`config.mk`:
```
export PLATFORM = sky130hd
export DESIGN_NAME = rqsr_cell
export DESIGN_NICKNAME = d
export VERILOG_FILES = /design/src/rtl/core/rqsr_pkg.sv /design/src/rtl/core/rqsr_cell.sv
export SDC_FILE = /design/constraint.sdc
export NUM_CORES = 1
export LEC_CHECK = 0
export BUFFER_PORTS_ARGS = -buffer_cell sky130_fd_sc_hd__buf_2
export CAP_MARGIN = 10
export CORE_ASPECT_RATIO = 2
export CORE_MARGIN = 1
export CORE_UTILIZATION = 40
export CTS_CLUSTER_SIZE = 12
export DETAILED_ROUTE_END_ITERATION = 16
export PLACE_DENSITY = 0.8
export SLEW_MARGIN = 30
export SYNTH_ARGS = -nofsm -noshare
export SYNTH_HDL_FRONTEND = slang
export SYNTH_SLANG_ARGS = --single-unit
```
`constraint.sdc`:
```
create_clock -name i_clk -period 3.8 [get_ports i_clk]
set_clock_uncertainty 0.2 [all_clocks]
set_input_delay 0.19 -clock i_clk [delete_from_list [all_inputs] [get_ports i_clk]]
set_output_delay 0.19 -clock i_clk [all_outputs]
set_load 0.05 [all_outputs]
```
`src/rtl/core/rqsr_pkg.sv`:
```
`default_nettype none

package rqsr_pkg;

    // Operation codes carried on i_op
    typedef enum logic [1:0] {
        OP_ENQ  = 2'd0,
        OP_DEQ  = 2'd1,
        OP_SEEK = 2'd2
    } t_op;

    // Controller states, one-hot
    typedef enum logic [1:0] {
        ST_IDLE = 2'b01,
        ST_SEEK = 2'b10
    } t_state;

    // Command broadcast to every cell of the chain
    typedef struct packed {
        logic push;    // first free cell takes the pushed word
        logic shift;   // every cell takes its upper neighbor (drop head)
        logic rotate;  // like shift, but the last full cell takes the head word
    } t_cell_cmd;

endpackage

`default_nettype wire

```
`src/rtl/core/rqsr_cell.sv`:
```
`default_nettype none

module rqsr_cell #(
    parameter int DATA_WIDTH = 32
) (
    input  wire logic                   i_clk,
    input  wire logic                   i_rst_n,
    input  wire rqsr_pkg::t_cell_cmd    i_cmd,
    input  wire logic [DATA_WIDTH-1:0]  i_push_word,
    input  wire logic [DATA_WIDTH-1:0]  i_head_word,
    input  wire logic                   i_prev_valid,
    input  wire logic                   i_next_valid,
    input  wire logic [DATA_WIDTH-1:0]  i_next_word,
    output logic                        o_valid,
    output logic [DATA_WIDTH-1:0]       o_word
);

    logic                  r_valid;
    logic [DATA_WIDTH-1:0] r_word;
    logic                  n_valid;
    logic [DATA_WIDTH-1:0] n_word;
    logic                  first_free;
    logic                  last_full;

    // Locate this cell within the run of occupied cells
    assign first_free = !r_valid && i_prev_valid;
    assign last_full  = r_valid && !i_next_valid;

    // Pick the next word and occupancy for this cell
    always_comb begin
        n_valid = r_valid;
        n_word  = r_word;
        if (i_cmd.push) begin
            if (first_free) begin
                n_valid = 1'b1;
                n_word  = i_push_word;
            end
        end else if (i_cmd.shift) begin
            n_valid = i_next_valid;
            n_word  = i_next_word;
        end else if (i_cmd.rotate) begin
            n_word = last_full ? i_head_word : i_next_word;
        end
    end

    // Hold occupancy under reset; words need no reset
    always_ff @(posedge i_clk) begin
        if (!i_rst_n) begin
            r_valid <= 1'b0;
        end else begin
            r_valid <= n_valid;
        end
    end

    always_ff @(posedge i_clk) begin
        r_word <= n_word;
    end

    assign o_valid = r_valid;
    assign o_word  = r_word;

endmodule

`default_nettype wire

```
* Word-level counts from Yosys, hierarchy flattened
Cells that the tools add are included.
Word-level totals: logic and storage cells 19, input bits 103, ROM bits 0, memories kept 0, bits in latches 0, RAM bits 0, bits in registers 33, output and inout port bits 33
Cells by class: $mul 0, reduce and logical (&&, ||, !) cells 8, equality and inequality tests 1, magnitude comparators 0, shift operators 0, add/sub/neg operators 0, divide/modulo/power cells 0, bitwise gates (word level) 0, multiplexer cells 8
Operator list (number):
- 32-bit two-way mux | 5
- 2-bit AND reduction | 2
- 1-bit two-way mux | 3
- 3-bit nonzero test | 1
- 1-bit logical AND | 2
- 1-bit zero test | 2
- 2-bit by 1-bit != test with 1-bit output, second input constant | 1
- 2-bit nonzero test | 1

* Longest topological paths before layout
depth after elaboration 6, gate-level depth with buffers 5, depth with buffers taken out 3

* Worst setup path after synthesis
No wires, ideal clock.
path type input to register, from input i_cmd[2] (netlist name), to register r_word[0], in the netlist o_word[0], enable pin, stages on the path 3, buffers on the path 2, data arrival time 2.801 ns, library setup time 0.466 ns, data required time 3.134 ns, path slack 0.334 ns, cells stage by stage buf_2 buf_2 o21ai_0
On the way: cells in the longest elaborated chain, start to end 2, elaborated cells on any way between the ends 3, those cells by class eq/ne: 1; reduce/logical: 2
RTL lines:
- start: declaration | line rqsr_cell.sv:8 | input wire rqsr_pkg::t_cell_cmd i_cmd,
- 2-bit by 1-bit != test with 1-bit output (no source line) or 3-bit nonzero test (tied branches)
- 2-bit AND reduction (no source line) *
- end signal: assignment | line rqsr_cell.sv:56 | r_word <= n_word;
- end: declaration | line rqsr_cell.sv:19 | logic [DATA_WIDTH-1:0] r_word;
Every way passes the cells marked *; elsewhere a longest branch is shown, timed or not. A chain may end at the register's enable or synchronous reset.

* Final worst setup path
from register r_valid, in the netlist o_valid, to register r_word[28], in the netlist o_word[28], data pin
On the way: cells in the longest elaborated chain, start to end 5
RTL lines:
- start: declaration | line rqsr_cell.sv:18 | logic r_valid;
- start signal: assignment | line rqsr_cell.sv:51 | r_valid <= n_valid;
- 1-bit logical AND | line rqsr_cell.sv:27 | assign last_full = r_valid && !i_next_valid;
- 32-bit two-way mux | line rqsr_cell.sv:42 | n_word = last_full ? i_head_word : i_next_word;
- 32-bit two-way mux | line rqsr_cell.sv:41 | end else if (i_cmd.rotate) begin
- 32-bit two-way mux | line rqsr_cell.sv:38 | end else if (i_cmd.shift) begin
- 32-bit two-way mux | line rqsr_cell.sv:33 | if (i_cmd.push) begin
- net n_word[28] | line rqsr_cell.sv:21 | logic [DATA_WIDTH-1:0] n_word;
The timed path passes the listed nets, and every way through them passes these cells. The select of a mux whose other input is x is not followed.

==> impl_metrics.env <==
export IMPL_comb_power_share=0.294
export IMPL_die_area_um2=4770
export IMPL_grt_pass1_wl_um=7700
export IMPL_min_from="i_push_word[3]"
export IMPL_grt_use_total=0.214
export IMPL_hold_slack_ns=0.0435
export IMPL_ios=136
export IMPL_dp_worst_setup_slack_ns=1.56
export IMPL_maxSlewHeadroom=0.623
export IMPL_critPathMaxFanout=17
export IMPL_seq_area_frac_synth=0.547
export IMPL_synth_top_cells_by_count="a21oi_1, edfxtp_1, nor2b_1"
export IMPL_antenna_left=0
export IMPL_p_seq_frac=0.458
export IMPL_clock_sinks=33
export IMPL_async_flop_share=0
export IMPL_ir_drop_mv=0.220
export IMPL_start_util=0.413
export IMPL_cts_max_level=2
export IMPL_core_region_area_um2=4340
export IMPL_fin_crit_sh=0.506
export IMPL_cts_tree="done"
export IMPL_dpl_instance_area_um2=2500
export IMPL_setup_tns_ns=0
export IMPL_clockPowerShare=0.249
export IMPL_cp_required_ns=3.62
export IMPL_worstSetupStartpointType="register"
export IMPL_reg2reg_slack_ns=1.88
export IMPL_syn_cell_area_um2=1790
export IMPL_finalHoldViolCount=0
export IMPL_placed_cells=363
export IMPL_cell_internal_pwr_uw=666
export IMPL_worst_slack_ns=1.88
export IMPL_synthTopCellsByArea="edfxtp_1, a21oi_1, nor2b_1"
export IMPL_io_buffers=135
export IMPL_dp_hpwl_um=3660
export IMPL_drt_iter0_markers=41
export IMPL_p_sw_frac=0.318
export IMPL_grt_max_degree=69
export IMPL_multi_input_area_um2=739
export IMPL_rows=34
export IMPL_final_util=0.606
export IMPL_critPathArrivalTime_ns=1.75
export IMPL_ys_flop_type="edfxtp_1"
export IMPL_route_detailed_drc=0
export IMPL_power_density_nw_per_um2=371
export IMPL_numCtsBuffers=5
export IMPL_syn_avg_cell_area_um2=9.70
export IMPL_drt_total_wl_um=4840
export IMPL_fp_dieH_um=96.7
export IMPL_rsz0062_at_grt="no"
export IMPL_clock_tree_buffer_depth=2
export IMPL_synth_distinct_cells=18
export IMPL_p_leak_nw=1.24
export IMPL_drt_vias_per_instance=4.89
export IMPL_tightest_slew_ns=0.565
export IMPL_max_cap_viol_count=0
export IMPL_crit_start="o_valid"
export IMPL_dr_pass1_iters=5
export IMPL_nFillCells=423
export IMPL_status="finished clean"
export IMPL_worstSetupPathType="reg2reg"
export IMPL_synth_edf_count=32
export IMPL_gp_congestion=0.833
export IMPL_post_synth_top_count_cell="a21oi_1"
export IMPL_nets=422
export IMPL_power_uw=977
export IMPL_register_area_um2=981
export IMPL_vias=1830
export IMPL_postCtsSetupRepairBufs=0
export IMPL_yosysTopAreaCell="edfxtp_1"
export IMPL_areaGrowthSynthToFinish_pct=46.7
export IMPL_synthCells=185
export IMPL_wl_per_cell_um=12.9
export IMPL_fmax_ghz=0.520
export IMPL_synth_top_area_frac=0.536
export IMPL_crit_path_end_kind="register"
export IMPL_post_route_min_period_ns=1.92
export IMPL_diodes=0
export IMPL_syn_nets=288
export IMPL_grt_pass1_vias=1830
export IMPL_p_switching_uw=310
export IMPL_hold_path_class="in2reg"
export IMPL_r2r_start="o_valid"
export IMPL_setup_viol=0
export IMPL_clock_root_buffer="clkbuf_8"
export IMPL_ys_warn_count=0
export IMPL_grt_antenna_before_repair=0
export IMPL_fp_dieW_um=49.4
export IMPL_stdcell_area_um2=2630
export IMPL_path_clk_slew_ns=0.06
export IMPL_drv_slew=0
export IMPL_worst_skew_pair_late_latency_ns=0.27
export IMPL_grt_ovfl_total=0
export IMPL_drive_above_1_share=0.488
export IMPL_synth_seq_cells=33
export IMPL_stdcell_count=374
## worst paths after layout
| check | endpoint | cells after the start |
|---|---|---|
| min | o_word[3] | 3 |
| max | o_word[28] | 4 |
| max reg2reg | o_word[28] | 4 |
| min reg2reg | o_word[0] | 3 |
## worst max-delay path, stage by stage, from the launching register on
cell	delay (ns)
dfxtp_1	0.36
or3b_1	0.62
buf_4	0.33
nand2_1	0.10
a21oi_1	0.06
## state kept, by name, indices dropped and copies added, names as in the netlist
register,count
o_valid,1
o_word,32
## timing repair
item	4_1_cts	5_1_grt
resized for setup	0	0
hold endpoints to repair	1	0
setup endpoints to repair	0	0
hold buffers	2	0
## placed cells by master, fill, tap and decap left out
cell type	Yosys	routed
buf_6	3	1
o21ai_4	0	1
nand2_2	10	10
dlygate4sd3_1	0	2
nor3b_4	0	1
buf_16	0	1
nor2b_1	32	32
dfxtp_1	1	1
a31oi_1	1	1
clkbuf_8	0	5
buf_8	0	1
buf_4	2	2
or3b_1	1	1
clkbuf_1	5	3
nand2b_1	1	1
edfxtp_1	32	32
nand2_1	23	23
nand3_1	1	1
o21ai_0	2	1
nor2_1	1	1
a21oi_1	64	64
buf_2	4	134
inv_1	1	1
## layer usage
layer | wire length [um] | up-vias | GRT usage | share of wire
met2 | 2660 | 89 | 0.396 | 0.55
met3 | 281 | 12 | 0.0330 | 0.058
met4 | 159 | 0 | 0.124 | 0.033
li1 | - | 911 | - | -
met5 | 0 | - | 0 | 0
met1 | 1740 | 818 | 0.213 | 0.36
## kinds of logic after synthesis
family,count (synthesis),share of synthesized area
simple gates,70,0.215
compound gates,67,0.188
flops,33,0.547
buf+inv,15,0.0509
## power by group through the flow
stage | clock network [mW] | logic [mW] | registers, mW
after floorplan | 0 | 0.0720 | 0.570
after global placement | 0 | 0.272 | 0.455
after detailed placement | 0 | 0.280 | 0.456
after CTS | 0.252 | 0.282 | 0.448
after global routing | 0.267 | 0.308 | 0.449
final | 0.243 | 0.287 | 0.447
## cell type report
cell class | count | share of cell area
clock buffers | 8 | 0.0304
inverters | 1 | 0.00143
multi-input cells | 137 | 0.281
flip-flops and latches | 33 | 0.373
well taps | 54 | 0.0257
repair buffers | 141 | 0.289
(Power assumes the default switching activity.)
